<file path="src/hw/rtl/vtpy_pkg.sv">
// Shared types, constants and the arctangent table for the pitch and yaw pipeline.
package vtpy_pkg;

  localparam int DW = 60;
  localparam int AW = 26;
  localparam int GAIN_W = 22;
  localparam int ANG_W = 16;
  localparam int TBL_LEN = 24;

  localparam logic signed [AW-1:0] ANG_PI = AW'(8388608);
  localparam logic signed [AW-1:0] ANG_ROUND = AW'(128);
  localparam logic signed [AW-1:0] PITCH_LIM = AW'(16384);
  localparam logic signed [GAIN_W-1:0] GAIN_Q20 = GAIN_W'(1726753);
  localparam logic signed [ANG_W-1:0] PITCH_UP = -16'sd16384;
  localparam logic signed [ANG_W-1:0] PITCH_DOWN = 16'sd16384;

  typedef struct packed {
    logic             zero_xy;
    logic             z_pos;
    logic             z_neg;
    logic [ANG_W-1:0] default_yaw;
  } side_t;

  function automatic logic signed [AW-1:0] atan_ang(input int idx);
    logic signed [AW-1:0] val;
    unique case (idx)
      0:       val = AW'(2097152);
      1:       val = AW'(1238021);
      2:       val = AW'(654136);
      3:       val = AW'(332050);
      4:       val = AW'(166669);
      5:       val = AW'(83416);
      6:       val = AW'(41718);
      7:       val = AW'(20860);
      8:       val = AW'(10430);
      9:       val = AW'(5215);
      10:      val = AW'(2608);
      11:      val = AW'(1304);
      12:      val = AW'(652);
      13:      val = AW'(326);
      14:      val = AW'(163);
      15:      val = AW'(81);
      16:      val = AW'(41);
      17:      val = AW'(20);
      18:      val = AW'(10);
      19:      val = AW'(5);
      20:      val = AW'(3);
      21:      val = AW'(1);
      22:      val = AW'(1);
      default: val = '0;
    endcase
    return val;
  endfunction

endpackage

</file>
<file path="src/hw/rtl/vtpy_prep.sv">
// Input stage: scales x and y, folds the left half plane and multiplies z by the gain.
module vtpy_prep #(
  parameter int COORD_WIDTH = 16
) (
  input  logic                                                clk,
  input  logic                                                rst_n,
  input  logic                                                en,
  input  logic                                                in_valid,
  input  logic signed [COORD_WIDTH-1:0]                       in_vec_x,
  input  logic signed [COORD_WIDTH-1:0]                       in_vec_y,
  input  logic signed [COORD_WIDTH-1:0]                       in_vec_z,
  input  logic signed [vtpy_pkg::ANG_W-1:0]                   in_default_yaw,
  output logic                                                out_valid,
  output logic signed [vtpy_pkg::DW-1:0]                      out_x,
  output logic signed [vtpy_pkg::DW-1:0]                      out_y,
  output logic signed [vtpy_pkg::AW-1:0]                      out_ang,
  output logic signed [COORD_WIDTH+vtpy_pkg::GAIN_W-1:0]      out_zprod,
  output vtpy_pkg::side_t                                     out_side
);

  localparam int DW = vtpy_pkg::DW;
  localparam int PRE_SHIFT = 56 - COORD_WIDTH;
  localparam int ZPW = COORD_WIDTH + vtpy_pkg::GAIN_W;

  logic signed [DW-1:0]  x_ext;
  logic signed [DW-1:0]  y_ext;
  logic signed [DW-1:0]  x_nxt;
  logic signed [DW-1:0]  y_nxt;
  logic signed [vtpy_pkg::AW-1:0] ang_nxt;
  logic signed [ZPW-1:0] zprod_nxt;
  vtpy_pkg::side_t       side_nxt;

  logic                  valid_r;
  logic signed [DW-1:0]  x_r;
  logic signed [DW-1:0]  y_r;
  logic signed [vtpy_pkg::AW-1:0] ang_r;
  logic signed [ZPW-1:0] zprod_r;
  vtpy_pkg::side_t       side_r;

  assign x_ext = {{(DW-COORD_WIDTH){in_vec_x[COORD_WIDTH-1]}}, in_vec_x} <<< PRE_SHIFT;
  assign y_ext = {{(DW-COORD_WIDTH){in_vec_y[COORD_WIDTH-1]}}, in_vec_y} <<< PRE_SHIFT;

  always_comb begin
    if (in_vec_x[COORD_WIDTH-1]) begin
      x_nxt = -x_ext;
      y_nxt = -y_ext;
      ang_nxt = vtpy_pkg::ANG_PI;
    end else begin
      x_nxt = x_ext;
      y_nxt = y_ext;
      ang_nxt = '0;
    end
    zprod_nxt = ZPW'(in_vec_z) * ZPW'(vtpy_pkg::GAIN_Q20);
    side_nxt.zero_xy = (in_vec_x == '0) && (in_vec_y == '0);
    side_nxt.z_pos = !in_vec_z[COORD_WIDTH-1] && (in_vec_z != '0);
    side_nxt.z_neg = in_vec_z[COORD_WIDTH-1];
    side_nxt.default_yaw = in_default_yaw;
  end

  always_ff @(posedge clk) begin
    if (!rst_n) begin
      valid_r <= 1'b0;
    end else if (en) begin
      valid_r <= in_valid;
    end
    if (en && in_valid) begin
      x_r <= x_nxt;
      y_r <= y_nxt;
      ang_r <= ang_nxt;
      zprod_r <= zprod_nxt;
      side_r <= side_nxt;
    end
  end

  assign out_valid = valid_r;
  assign out_x = x_r;
  assign out_y = y_r;
  assign out_ang = ang_r;
  assign out_zprod = zprod_r;
  assign out_side = side_r;

endmodule

</file>
<file path="config.mk">
export PLATFORM = sky130hd
export DESIGN_NAME = vtpy_prep
export DESIGN_NICKNAME = d
export VERILOG_FILES = /design/src/hw/rtl/vtpy_pkg.sv /design/src/hw/rtl/vtpy_prep.sv
export SDC_FILE = /design/constraint.sdc
export NUM_CORES = 1
export LEC_CHECK = 0
export BUFFER_PORTS_ARGS = -buffer_cell sky130_fd_sc_hd__buf_2
export CAP_MARGIN = 20
export CELL_PAD_IN_SITES_DETAIL_PLACEMENT = 1
export CELL_PAD_IN_SITES_GLOBAL_PLACEMENT = 1
export CORE_MARGIN = 2
export CORE_UTILIZATION = 37
export CTS_BUF_LIST = sky130_fd_sc_hd__clkbuf_8
export DETAILED_ROUTE_END_ITERATION = 8
export GPL_TIMING_DRIVEN = 0
export HOLD_SLACK_MARGIN = 0.12
export PLACE_DENSITY_LB_ADDON = 0.15
export SYNTH_ARGS = -nofsm -noshare
export SYNTH_HDL_FRONTEND = slang
export SYNTH_SLANG_ARGS = --single-unit
export TNS_END_PERCENT = 100
</file>
<file path="constraint.sdc">
create_clock -name clk -period 7.65 [get_ports clk]
set_input_delay 0.765 -clock clk [delete_from_list [all_inputs] [get_ports clk]]
set_output_delay 0.765 -clock clk [all_outputs]
set_load 0.03 [all_outputs]
</file>
After elaboration in Yosys (flattened, before gate mapping). Cells that the tools add are included.

Bits in registers: 204. Logic and storage cells: 24.

Multipliers: 1. Add/subtract/negate cells: 2. Mux-type cells: 3. Reductions and logical operators: 7.

Operators by type and width (number): $neg A56 Y60 (2); $mux W60 (1); $mux W55 (1); $mul A16 B22 Y38 const B (1); $logic_not A16 Y1 (2); $mux W24 (1); $reduce_bool A16 Y1 (1); $logic_and A1 B1 Y1 (3); $logic_not A1 Y1 (1).

Depth between registers and ports, before layout.
Depth after elaboration: 2. Gate-level depth with buffers: 20.

Least setup slack after synthesis. OpenSTA, ideal clock, no wires.

Path type: input -> register. Start point: input port in_vec_z[14]. End point: register zprod_r[34] (netlist: out_zprod[34]), data pin. Required time: 7377 ps. Stages on the path: 20. Buffers on the path: 1. Arrival time: 5316 ps. Setup slack: 2061 ps. Library setup time: 273 ps. Cell sequence: inv_1 ha_1 xor2_1 ha_1 inv_1 fa_1 inv_1 fa_1 inv_1 fa_1 inv_1 fa_1 ha_1 clkbuf_1 nand3_1 nor3_1 nand4_1 o211ai_1 mux2i_1 o2111ai_1.

Word-level cells in the longest chain between the ends: 1.

RTL lines: start, declared (line vtpy_prep.sv:11) `input logic signed [COORD_WIDTH-1:0] in_vec_z,`; $mul A16 B22 Y38 (line vtpy_prep.sv:53) `zprod_nxt = ZPW'(in_vec_z) * ZPW'(vtpy_pkg::GAIN_Q20);`; via zprod_nxt[34] (line vtpy_prep.sv:30) `logic signed [ZPW-1:0] zprod_nxt;`; end signal, assigned (line vtpy_prep.sv:70) `zprod_r <= zprod_nxt;`; end, declared (line vtpy_prep.sv:37) `logic signed [ZPW-1:0] zprod_r;`.

The timed path passes the listed nets, and every way through them passes these cells. A chain may end at the register's enable or synchronous reset.

Worst setup path in the final report.
Start point: input port in_vec_z[14]. End point: register zprod_r[37] (netlist: out_zprod[37]), data pin.

Same word-level chain as after synthesis.

==> impl_results.md <==
* Status: completed
* First-pass GRT wire length at 37500 um
* Crit path time final at 6.33 ns
* Post-synth EDFFs at 98
* Required @ worst endpoint at 7.78 ns
* Arrival @ worst endpoint at 6.46 ns
* Detail Route Antenna Nets at 0
* Adder-Cell Fraction of Synth Area at 35.6%
* Gpl congestion at 0.846
* Asr flop ratio synth at 0%
* Initial Utilization at 37.4%
* Vias in the first global route at 7063
* Die area at 28400 um^2
* Synth top area share at 29.4%
* MaxCap Viol Count at 0
* Class of the worst hold path: input pin to register
* CTS Buffer Depth at 2
* PD cells at 380 nW/um^2
* Commonest cells after routing, fill and taps aside: inv_1 (182), buf_2 (168), ha_1 (158)
* Mux cell area share after synthesis at 0.725%
* Seq/Total Area, Yosys at 29.6%
* XOR/XNOR Fraction of Synth Area at 4.81%
* Most common cell after layout, fill and taps aside: inv_1
* Launch point of the worst path: in_vec_z[14]
* Root Buffer: clkbuf_8
* Hold-fix buffers, CTS at 0
* Cell Rows at 60
* Via density at 4.46
* Routed vias at 6920
* Startpoint types: input pin
* Largest net degree at the start of global routing at 53
* Fin cells at 1553
* Worst flop-to-flop path startpoint: out_valid
* Worst hold start: in_default_yaw[7]
* RSZ-0062 raised after global routing: false
* # setup viols final at 0
* Synth Area in Compound Gates at 8.40%
* Slew Viols, Final at 0
* Power Total at 4.52 mW
* Static Leak at 6.11 nW
* Post-Syn Area at 10000 um^2
* Global route overflow at 0
* Residual DRC at 0
* Warnings, synthesis at 0
* Worst clock skew at 0 ns
* Worst-path clk slew at 0.11 ns
* Starting DRC count in detailed routing at 366
* GRT Total Usage at 16.8%
* Share of post-route cells with drive strength above 1 at 25.4%
* Nets at 1513
* Setup Fix Bufs, Post-CTS at 0
* Final setup TNS at 0 ns
* Wire per inst at 15.2 um
* Crit path max fanout at 6
* Synth-to-layout area growth at 18.8%
* Synth cell types at 62
* CORE AREA at 26700 um^2
* CTS tree: done
* Slew margin rel. at 49.9%
* Setup WS pre-CTS at 0.824 ns
* CTS buffer count at 9
* Die W at 168 um
* Post-synth top flop: edfxtp_1
* Critical setup path kind: input pin to register
* Resized Gates After CTS at 0
* H-tree levels at 3
* Area contributors post-synth: edfxtp_1 (29%), ha_1 (20%), fa_1 (16%), buf_4 (7.9%), inv_1 (6.8%)
* Final Hold Fails at 0
* Fin crit share at 82.7%
* Post-placement cell count at 1538
* Worst-Skew Late Latency at 0.37 ns
* Max frequency at 158 MHz
* CP Capture Type: register
* Post-route setup slack at 1.32 ns
* Syn_area_per_cell at 10.8 um^2
* Initial antenna violation count at 0
* Final WL at 23700 um
* Clk sinks at 99
* Yosys reg bits at 99
* Synth Area in Simple Gates at 5.46%
* # IOs at 272
* DPL Wire Length at 20200 um
* Largest family of logic cells by synthesized area: adder cells
* TritonRoute pass-1 iters at 4
* Antenna fix cells at 0
* Mapped Cells at 923
* Peak VDD IR at 187 uV
* Leading area contributor after synthesis: edfxtp_1
* Port-buffer cells at 165
* Worst Tran Pin Value at 0.744 ns
* Chip Height at 168 um
-- stage by stage --
stage	area [um^2]	utilization [%]	hold slack, ns
after floorplan	10400	-	0.747
after global placement	11700	43.6	0.557
after detailed placement	11700	43.8	0.584
after CTS	11900	44.5	0.520
after global routing	11900	44.5	0.521
final	11900	44.5	0.552
-- sequential cells by signal, indices dropped and copies added (netlist names) --
register   cells
out_ang        1
out_valid      1
out_x         20
out_y         20
out_side      19
out_zprod     38
-- synthesized netlist by cell type, types with 5 or more instances --
cell type	number
o31ai_1	7
o211ai_1	6
inv_1	182
clkbuf_1	14
nor2_1	17
mux2i_1	5
a21o_1	15
edfxtp_1	98
nand4_1	7
xnor2_1	42
ha_1	158
nand2b_1	7
nand3_1	9
fa_1	79
buf_4	105
nor3_1	8
and3_1	5
a21oi_1	26
o21ai_0	23
nand2_1	24
a31oi_1	5
xor2_1	13
-- worst max-delay path: stages --
cell and delay [ns]:
buf_2 0.22, inv_1 0.15, ha_1 0.42, xor2_1 0.30, ha_1 0.21, a21o_1 0.10, fa_1 0.44, fa_1 0.55
fa_1 0.55, inv_1 0.05, fa_1 0.53, inv_1 0.04, ha_1 0.40, nand2_1 0.08, o21ai_0 0.57, nor3_1 0.20
a211oi_1 0.49, mux2i_1 0.26, o211ai_1 0.11
-- layout make-up --
| cell class | instances | area [um^2] |
|---|---|---|
| Fill cell | 3080 | 14800 |
| Multi-Input combinational cell | 628 | 5910 |
| Sequential cell | 99 | 2960 |
| Buffer | 122 | 856 |
| Timing Repair Buffer | 166 | 853 |
| Inverter | 182 | 683 |
| Tap cell | 341 | 427 |
| Clock buffer | 9 | 124 |
| Clock inverter | 6 | 73.8 |
-- cells by family after synthesis --
logic type      after synthesis
other cells                   1
mux                           7
fa+ha+maj                   237
flops                        99
xor+xnor                     55
simple gates                100
compound gates              120
buf+inv                     304
-- worst paths after layout --
check,endpoint,slack (ns),cells past startpoint
setup / recovery,out_zprod[37],1.32,19
hold / removal,out_side[7],0.55,1
setup reg to reg,out_valid,6.95,2
hold reg to reg,out_valid,0.62,2
-- per-layer routing --
metal	up-vias	wire [um]	global-route usage, %
li1	3437	-	-
met1	3284	11100	22.5
met2	184	11100	28.5
met3	15	1160	2.63
met4	0	305	3.90
met5	-	0	0
-- where the power goes --
part	total, mW	internal [mW]	switching [mW]
sequential	0.858	0.838	0.0198
clock	0.357	0.154	0.202
combinational	3.30	1.21	2.09
total	4.52	2.20	2.31
No activity file was read; power rests on OpenSTA's default activity.
