[config.mk]
export PLATFORM = sky130hd
export DESIGN_NAME = vtpy_out
export DESIGN_NICKNAME = d
export VERILOG_FILES = /design/src/hw/rtl/vtpy_pkg.sv /design/src/hw/rtl/vtpy_out.sv
export SDC_FILE = /design/constraint.sdc
export NUM_CORES = 1
export LEC_CHECK = 0
export BUFFER_PORTS_ARGS = -buffer_cell sky130_fd_sc_hd__buf_2
export CORE_ASPECT_RATIO = 0.8
export CORE_UTILIZATION = 54
export CTS_CLUSTER_DIAMETER = 50
export DETAILED_ROUTE_END_ITERATION = 12
export GPL_TIMING_DRIVEN = 0
export PLACE_DENSITY_LB_ADDON = 0.3
export SLEW_MARGIN = 30
export SYNTH_ARGS = -nofsm -noshare
export SYNTH_HDL_FRONTEND = slang
export SYNTH_SLANG_ARGS = --single-unit
[constraint.sdc]
create_clock -name clk -period 5.2 [get_ports clk]
set_input_delay 1.04 -clock clk [delete_from_list [all_inputs] [get_ports clk]]
set_output_delay 1.04 -clock clk [all_outputs]
set_load 0.03 [all_outputs]
[src/hw/rtl/vtpy_pkg.sv]
// Shared types, constants and the arctangent table for the pitch and yaw pipeline.
package vtpy_pkg;

  localparam int DW = 60;
  localparam int AW = 26;
  localparam int GAIN_W = 22;
  localparam int ANG_W = 16;
  localparam int TBL_LEN = 24;

  localparam logic signed [AW-1:0] ANG_PI = AW'(8388608);
  localparam logic signed [AW-1:0] ANG_ROUND = AW'(128);
  localparam logic signed [AW-1:0] PITCH_LIM = AW'(16384);
  localparam logic signed [GAIN_W-1:0] GAIN_Q20 = GAIN_W'(1726753);
  localparam logic signed [ANG_W-1:0] PITCH_UP = -16'sd16384;
  localparam logic signed [ANG_W-1:0] PITCH_DOWN = 16'sd16384;

  typedef struct packed {
    logic             zero_xy;
    logic             z_pos;
    logic             z_neg;
    logic [ANG_W-1:0] default_yaw;
  } side_t;

  function automatic logic signed [AW-1:0] atan_ang(input int idx);
    logic signed [AW-1:0] val;
    unique case (idx)
      0:       val = AW'(2097152);
      1:       val = AW'(1238021);
      2:       val = AW'(654136);
      3:       val = AW'(332050);
      4:       val = AW'(166669);
      5:       val = AW'(83416);
      6:       val = AW'(41718);
      7:       val = AW'(20860);
      8:       val = AW'(10430);
      9:       val = AW'(5215);
      10:      val = AW'(2608);
      11:      val = AW'(1304);
      12:      val = AW'(652);
      13:      val = AW'(326);
      14:      val = AW'(163);
      15:      val = AW'(81);
      16:      val = AW'(41);
      17:      val = AW'(20);
      18:      val = AW'(10);
      19:      val = AW'(5);
      20:      val = AW'(3);
      21:      val = AW'(1);
      22:      val = AW'(1);
      default: val = '0;
    endcase
    return val;
  endfunction

endpackage

[src/hw/rtl/vtpy_out.sv]
// Output stage: rounds and clamps the angles, handles the zero case and holds results.
module vtpy_out (
  input  logic                              clk,
  input  logic                              rst_n,
  input  logic                              in_valid,
  input  logic signed [vtpy_pkg::AW-1:0]    in_ang,
  input  logic signed [vtpy_pkg::ANG_W-1:0] in_yaw,
  input  vtpy_pkg::side_t                   in_side,
  input  logic                              out_stall,
  output logic                              en,
  output logic                              out_valid,
  output logic signed [vtpy_pkg::ANG_W-1:0] out_pitch_angle,
  output logic signed [vtpy_pkg::ANG_W-1:0] out_yaw_angle
);

  localparam int AW = vtpy_pkg::AW;
  localparam int ANG_W = vtpy_pkg::ANG_W;

  logic signed [AW-1:0]    rnd;
  logic signed [AW-1:0]    neg;
  logic signed [ANG_W-1:0] res_pitch;
  logic signed [ANG_W-1:0] res_yaw;
  logic                    take;

  logic                    out_v_r;
  logic                    out_v_nxt;
  logic                    skid_v_r;
  logic                    skid_v_nxt;
  logic signed [ANG_W-1:0] out_pitch_r;
  logic signed [ANG_W-1:0] out_yaw_r;
  logic signed [ANG_W-1:0] skid_pitch_r;
  logic signed [ANG_W-1:0] skid_yaw_r;

  always_comb begin
    rnd = (in_ang + vtpy_pkg::ANG_ROUND) >>> 8;
    neg = -rnd;
    priority if (in_side.zero_xy) begin
      if (in_side.z_pos) begin
        res_pitch = vtpy_pkg::PITCH_UP;
      end else if (in_side.z_neg) begin
        res_pitch = vtpy_pkg::PITCH_DOWN;
      end else begin
        res_pitch = '0;
      end
    end else if (neg > vtpy_pkg::PITCH_LIM) begin
      res_pitch = vtpy_pkg::PITCH_DOWN;
    end else if (neg < -vtpy_pkg::PITCH_LIM) begin
      res_pitch = vtpy_pkg::PITCH_UP;
    end else begin
      res_pitch = neg[ANG_W-1:0];
    end
    res_yaw = in_side.zero_xy ? in_side.default_yaw : in_yaw;
  end

  assign take = out_v_r && !out_stall;
  assign en = !skid_v_r;

  always_comb begin
    out_v_nxt = out_v_r;
    skid_v_nxt = skid_v_r;
    if (skid_v_r) begin
      if (take) begin
        skid_v_nxt = 1'b0;
      end
    end else if (in_valid) begin
      if (!out_v_r || take) begin
        out_v_nxt = 1'b1;
      end else begin
        skid_v_nxt = 1'b1;
      end
    end else if (take) begin
      out_v_nxt = 1'b0;
    end
  end

  always_ff @(posedge clk) begin
    if (!rst_n) begin
      out_v_r <= 1'b0;
      skid_v_r <= 1'b0;
    end else begin
      out_v_r <= out_v_nxt;
      skid_v_r <= skid_v_nxt;
    end
    if (skid_v_r) begin
      if (take) begin
        out_pitch_r <= skid_pitch_r;
        out_yaw_r <= skid_yaw_r;
      end
    end else if (in_valid) begin
      if (!out_v_r || take) begin
        out_pitch_r <= res_pitch;
        out_yaw_r <= res_yaw;
      end else begin
        skid_pitch_r <= res_pitch;
        skid_yaw_r <= res_yaw;
      end
    end
  end

  assign out_valid = out_v_r;
  assign out_pitch_angle = out_pitch_r;
  assign out_yaw_angle = out_yaw_r;

endmodule

# Word level (Yosys, flattened, before mapping)
# Cells that the tools add are included.
[totals]
regBits = 66
latch_bits = 0
ramBits = 0
rom_bits = 0
elab_cells = 46
n_memories = 0
[classes]
add_sub_neg = 2
mul = 0
div_mod_pow = 0
order_cmp = 2
eq_ne = 2
shift = 0
n_mux = 21
bitwise = 2
reduce_logical = 11
[op_table]
columns = ["cell", "n"]
rows = [
  ["$mux W16", 13],
  ["$add A26 B9 Y26 const B", 1],
  ["$gt A26 B16 Y1 const B", 1],
  ["$lt A26 B15 Y1 const B", 1],
  ["$neg A18 Y26", 1],
  ["$mux W15", 1],
  ["$reduce_and A3 Y1", 3],
  ["$mux W1", 7],
  ["$reduce_bool A2 Y1", 3],
  ["$logic_not A1 Y1", 3],
  ["$ne A2 B1 Y1 const B", 1],
  ["$ne A2 B2 Y1 const B", 1],
  ["$not A1 Y1", 2],
  ["$logic_and A1 B1 Y1", 1],
  ["$logic_or A1 B1 Y1", 1],
]

# Logic depth before layout (Yosys ltp)
[depth]
ltp_word = 9
depth_mapped = 13
depth_no_buf = 12

# Worst setup path after synthesis
# Ideal clock, no wire load.
[synth_path]
path_type = "reg2reg"
startpoint = "register skid_v_r"
endpoint = "register out_pitch_r[0] (netlist: out_pitch_angle[0]) (enable)"
setup_time_ns = 0.470
arrival_time_ns = 3.545
required_time_ns = 4.730
slack_ns = 1.184
stages_incl_launch_ff = 6
cell_sequence = "dfxtp_1 -> clkbuf_1 -> inv_1 -> clkbuf_1 -> nand2_1 -> a21boi_0"
[synth_between]
elab_chain_cells = 2
[synth_lines]
columns = ["element", "line", "rtl"]
rows = [
  ["start: declaration", "vtpy_out.sv:27", "logic skid_v_r;"],
  ["start signal: assignment", "vtpy_out.sv:82", "skid_v_r <= skid_v_nxt;"],
  ["$ne A2 B2 Y1 (no line) / $reduce_bool A2 Y1 (equally long branches)", "--", ""],
  ["$reduce_and A3 Y1 (no line) (*)", "--", ""],
  ["end signal: assignment", "vtpy_out.sv:86", "out_pitch_r <= skid_pitch_r;"],
  ["end signal: assignment", "vtpy_out.sv:91", "out_pitch_r <= res_pitch;"],
  ["end: declaration", "vtpy_out.sv:29", "logic signed [ANG_W-1:0] out_pitch_r;"],
]
# Mark *: on every way between the ends. The rest lies on a longest branch, timed or not.
# A chain may end at the register's enable or synchronous reset.

# Worst setup path after layout
[layout_path]
startpoint = "input in_ang[7] (netlist name)"
endpoint = "register out_pitch_r[12] (netlist: out_pitch_angle[12]) (data pin)"
[layout_between]
elab_chain_cells = 9
[layout_lines]
columns = ["element", "line", "rtl"]
rows = [
  ["start: declaration", "vtpy_out.sv:6", "input logic signed [vtpy_pkg::AW-1:0] in_ang,"],
  ["$add A26 B9 Y26 (*)", "vtpy_out.sv:35", "rnd = (in_ang + vtpy_pkg::ANG_ROUND) >>> 8;"],
  ["$neg A18 Y26 (*)", "vtpy_out.sv:36", "neg = -rnd;"],
  ["$lt A26 B15 Y1", "vtpy_out.sv:47", "end else if (neg < -vtpy_pkg::PITCH_LIM) begin"],
  ["$mux W16", "vtpy_out.sv:47", ""],
  ["$mux W16 (*)", "vtpy_out.sv:45", "end else if (neg > vtpy_pkg::PITCH_LIM) begin"],
  ["$mux W16 (*)", "vtpy_out.sv:37", "priority if (in_side.zero_xy) begin"],
  ["$mux W16 (*)", "vtpy_out.sv:90", "if (!out_v_r || take) begin"],
  ["$mux W16 (*)", "vtpy_out.sv:89", "end else if (in_valid) begin"],
  ["$mux W16 (*)", "vtpy_out.sv:84", "if (skid_v_r) begin"],
]
# Mark *: on every way between the ends. The rest lies on a longest branch, timed or not. The select of a mux whose other input is x is not followed.

==> impl_summary.log <==
[metrics] y dimension of the die: 78.8 um
[metrics] Die X-Extent: 98.0 um
[metrics] iteration-0 DRC count of the detailed router: 197
[metrics] clock tree skew after final layout: 0.00693 ns
[metrics] maximum clock frequency: 0.234 GHz
[metrics] Critical Path Start Type: primary input
[metrics] result of the run: complete, but fails checks
[metrics] antenna violations before repair: 0
[metrics] path class of the lowest-slack min-delay path: reg -> reg
[metrics] latest clock arrival within the worst-skew pair: 0.34 ns
[metrics] count leader, synth: edfxtp_1
[metrics] pwr dens: 299 nW/um^2
[metrics] Max Root-Sink Buffers: 2
[metrics] Yosys top cell by area: edfxtp_1
[metrics] Vias: 3130
[metrics] via count of the first global-routing pass: 2826
[metrics] clock tree from TritonCTS: yes
[metrics] Placement Rows: 27
[metrics] number of nets in the layout: 512
[metrics] post-CTS clock slew at the launch and capture registers of the worst setup and hold paths: 0.07 ns
[metrics] cell area after technology mapping: 3980 um^2
[metrics] min cycle time layout: 4.28 ns
[metrics] leakage power figure: 1.79 nW
[metrics] count of synthesis-stage warnings from yosys: 0
[metrics] Die ar.: 7720 um^2
[metrics] transition time at the pin with the least slew margin: 0.843 ns
[metrics] post-synthesis instance total: 350
[metrics] synth cell count leaders: edfxtp_1 (64), nand2_1 (37), mux2_2 (35), nor2_1 (19), xnor2_1 (15)
[metrics] placeable core region: 6990 um^2
[metrics] top cell type's share of synthesized area: 0.483
[metrics] Area growth, synth to finish: 21.6%
[metrics] final weighted congestion of routability-driven global placement: 0.890
[metrics] count of flip-flops with a built-in enable after synthesis: 64
[metrics] Sw Share: 0.252
[metrics] setup slack after placement: 0.677 ns
[metrics] number of top-level pins: 99
[metrics] drt first pass iters: 9
[metrics] half-perimeter wire length of the detailed placement result: 6310 um
[metrics] smallest setup slack after layout: 0.922 ns
[metrics] reported net switching power: 0.364 mW
[metrics] Power, Total: 1.45 mW
[metrics] Total Negative Setup Slacks: 0 ns
[metrics] number of diodes: 0
[metrics] IR drop worst, VDD: 0.308 mV
[metrics] Final period util: 0.823
[metrics] flops & latches, synth: 66
[metrics] top cells by area in the synthesized netlist: edfxtp_1 (48%), mux2_2 (9.9%), nand2_1 (3.5%), xnor2_1 (3.3%), xor2_1 (2.6%)
[metrics] GRT Util Overall: 0.237
[metrics] part of the power in the clock network: 0.390
[metrics] count of buffers added by post-CTS timing repair for setup: 0
[metrics] post-CTS sizing: 0
[metrics] share of layout cells above drive strength 1: 0.364
[metrics] worst max-slew margin expressed relative to the limit: 0.423
[metrics] CTS hold repair buffers: 0
[metrics] clk root buf: clkbuf_8
[metrics] setup repair after global routing missed its margin: false
[metrics] final routed DRC violation total: 4
[metrics] Worst EP arrival: 4.36 ns
[metrics] critical path start-end classification: in -> reg
[metrics] syn_nets: 417
[metrics] part of the Yosys area used for sequential elements: 0.493
[metrics] DRT Wirelength: 8990 um
[metrics] # Max-Cap Violations: 0
[metrics] Power Internal: 1.08 mW
[metrics] largest net degree at the start of global routing: 21
[metrics] part of the power in combinational logic: 0.175
[metrics] proportion of power drawn by flip-flops and latches: 0.435
[metrics] DRT antenna net count: 0
[metrics] reg2reg setup slack: 2.90 ns
[metrics] Overflow after GRT: 0
[metrics] first-pass GRT wire length: 14100 um
[metrics] average size of a mapped cell: 11.4 um^2
[metrics] critical path required time: 5.28 ns
[metrics] number of stages on the worst hold path: 2
[metrics] quantity of I/O buffers inserted on ports: 82
[metrics] number of vias per cell: 5.83
[metrics] Starting Density: 0.570
[metrics] depth of the most critical reg-to-reg path: 6
[metrics] unique cell type count in the Yosys netlist: 60
[metrics] final hold violation count: 0
[metrics] Most used DFF post-synth: edfxtp_1
[metrics] capturing element type of the critical path: flop
[metrics] H-tree level count: 3
[metrics] Final Setup Violations: 0
[metrics] Critical Path Fanout Max: 10
[metrics] share of synthesized flip-flops with an asynchronous set or reset: 0
[metrics] clk sink count: 66
[metrics] count of final max-slew check failures: 0
[metrics] CTS buffer count: 9
[metrics] post-DR wirelength/cell: 16.7 um
[metrics] violations in the final reports: DRC
[metal layers]
layer  up-vias  track usage  part of all wire
met1      1465        0.319              0.44
met3        11       0.0616             0.063
li1       1520            -                 -
met5         -            0                 0
met4         0       0.0561             0.012
met2       134        0.385              0.48
[critical path, stage by stage]
cell and delay, ns:
buf_2 0.14, ha_1 0.29, xnor2_1 0.20, ha_1 0.28, nand2b_1 0.10, mux2i_1 0.39, o211ai_1 0.28, a2111oi_4 0.27
xnor2_1 0.25, mux2i_1 0.26, a22oi_2 0.14, a41oi_4 0.35, buf_4 0.25, o21ai_1 0.11
[cells in the final DEF (no fill, tap or decap), drive strengths merged, types with 3 or more instances in the layout]
master	count
nand4	7
a31oi	4
and4	6
nor2	19
o31ai	3
inv	7
nor3b	4
a32o	3
nand3	10
nand2	37
mux2i	5
or2	3
mux2	35
xnor2	15
nand2b	5
bufinv	4
and3	8
clkbuf	21
a21boi	3
nor3	12
xor2	12
a21oi	4
a211oi	4
nor4	4
o21ai	16
edfxtp	64
o41ai	4
buf	95
[cell families after synthesis]
| group | Yosys count | synth area share |
|---|---|---|
| flops | 66 | 0.493 |
| simple gates | 126 | 0.174 |
| fa+ha+maj | 2 | 0.00628 |
| compound gates | 59 | 0.118 |
| xor+xnor | 27 | 0.0594 |
| buf+inv | 30 | 0.0380 |
| mux | 40 | 0.112 |
[power groups by stage]
stage                     registers, mW  clock network (mW)  logic [mW]
after floorplan                   0.691                   0       0.119
after global placement            0.643                   0       0.235
after detailed placement          0.640                   0       0.249
after CTS                         0.629               0.570       0.253
after global routing              0.632               0.590       0.271
final                             0.629               0.565       0.253
[registers in the layout, indices dropped and copies added (netlist names)]
register	flops
out_valid	1
skid_pitch_r	16
out_yaw_angle	16
skid_yaw_r	16
skid_v_r	1
out_pitch_angle	16
[through the flow]
stage          area [um^2]  std cells  utilization  hold WS, ns
4_1_cts               4840        537        0.692        0.535
5_1_grt               4840        537        0.692        0.560
6_report              4840        537        0.692        0.532
3_5_place_dp          4580        521        0.654        0.507
3_3_place_gp          4500        519        0.644        0.500
2_1_floorplan         3980        350            -        0.493
[final cells by class]
cell class	count	area, um^2
Fill cell	521	2150
Multi-Input combinational cell	254	1890
Buffer	23	125
Inverter	7	26.3
Tap cell	87	109
Sequential cell	66	1960
Timing Repair Buffer	84	465
Clock buffer	9	124
Clock inverter	7	141
[path summary, 6_finish.rpt]
path / start / endpoint
setup reg to reg: skid_v_r / out_pitch_angle[9]
setup / recovery: in_ang[7] / out_pitch_angle[12]
hold reg to reg: skid_pitch_r[6] / out_pitch_angle[6]
hold / removal: skid_pitch_r[6] / out_pitch_angle[6]
No activity file was read; power rests on OpenSTA's default activity.
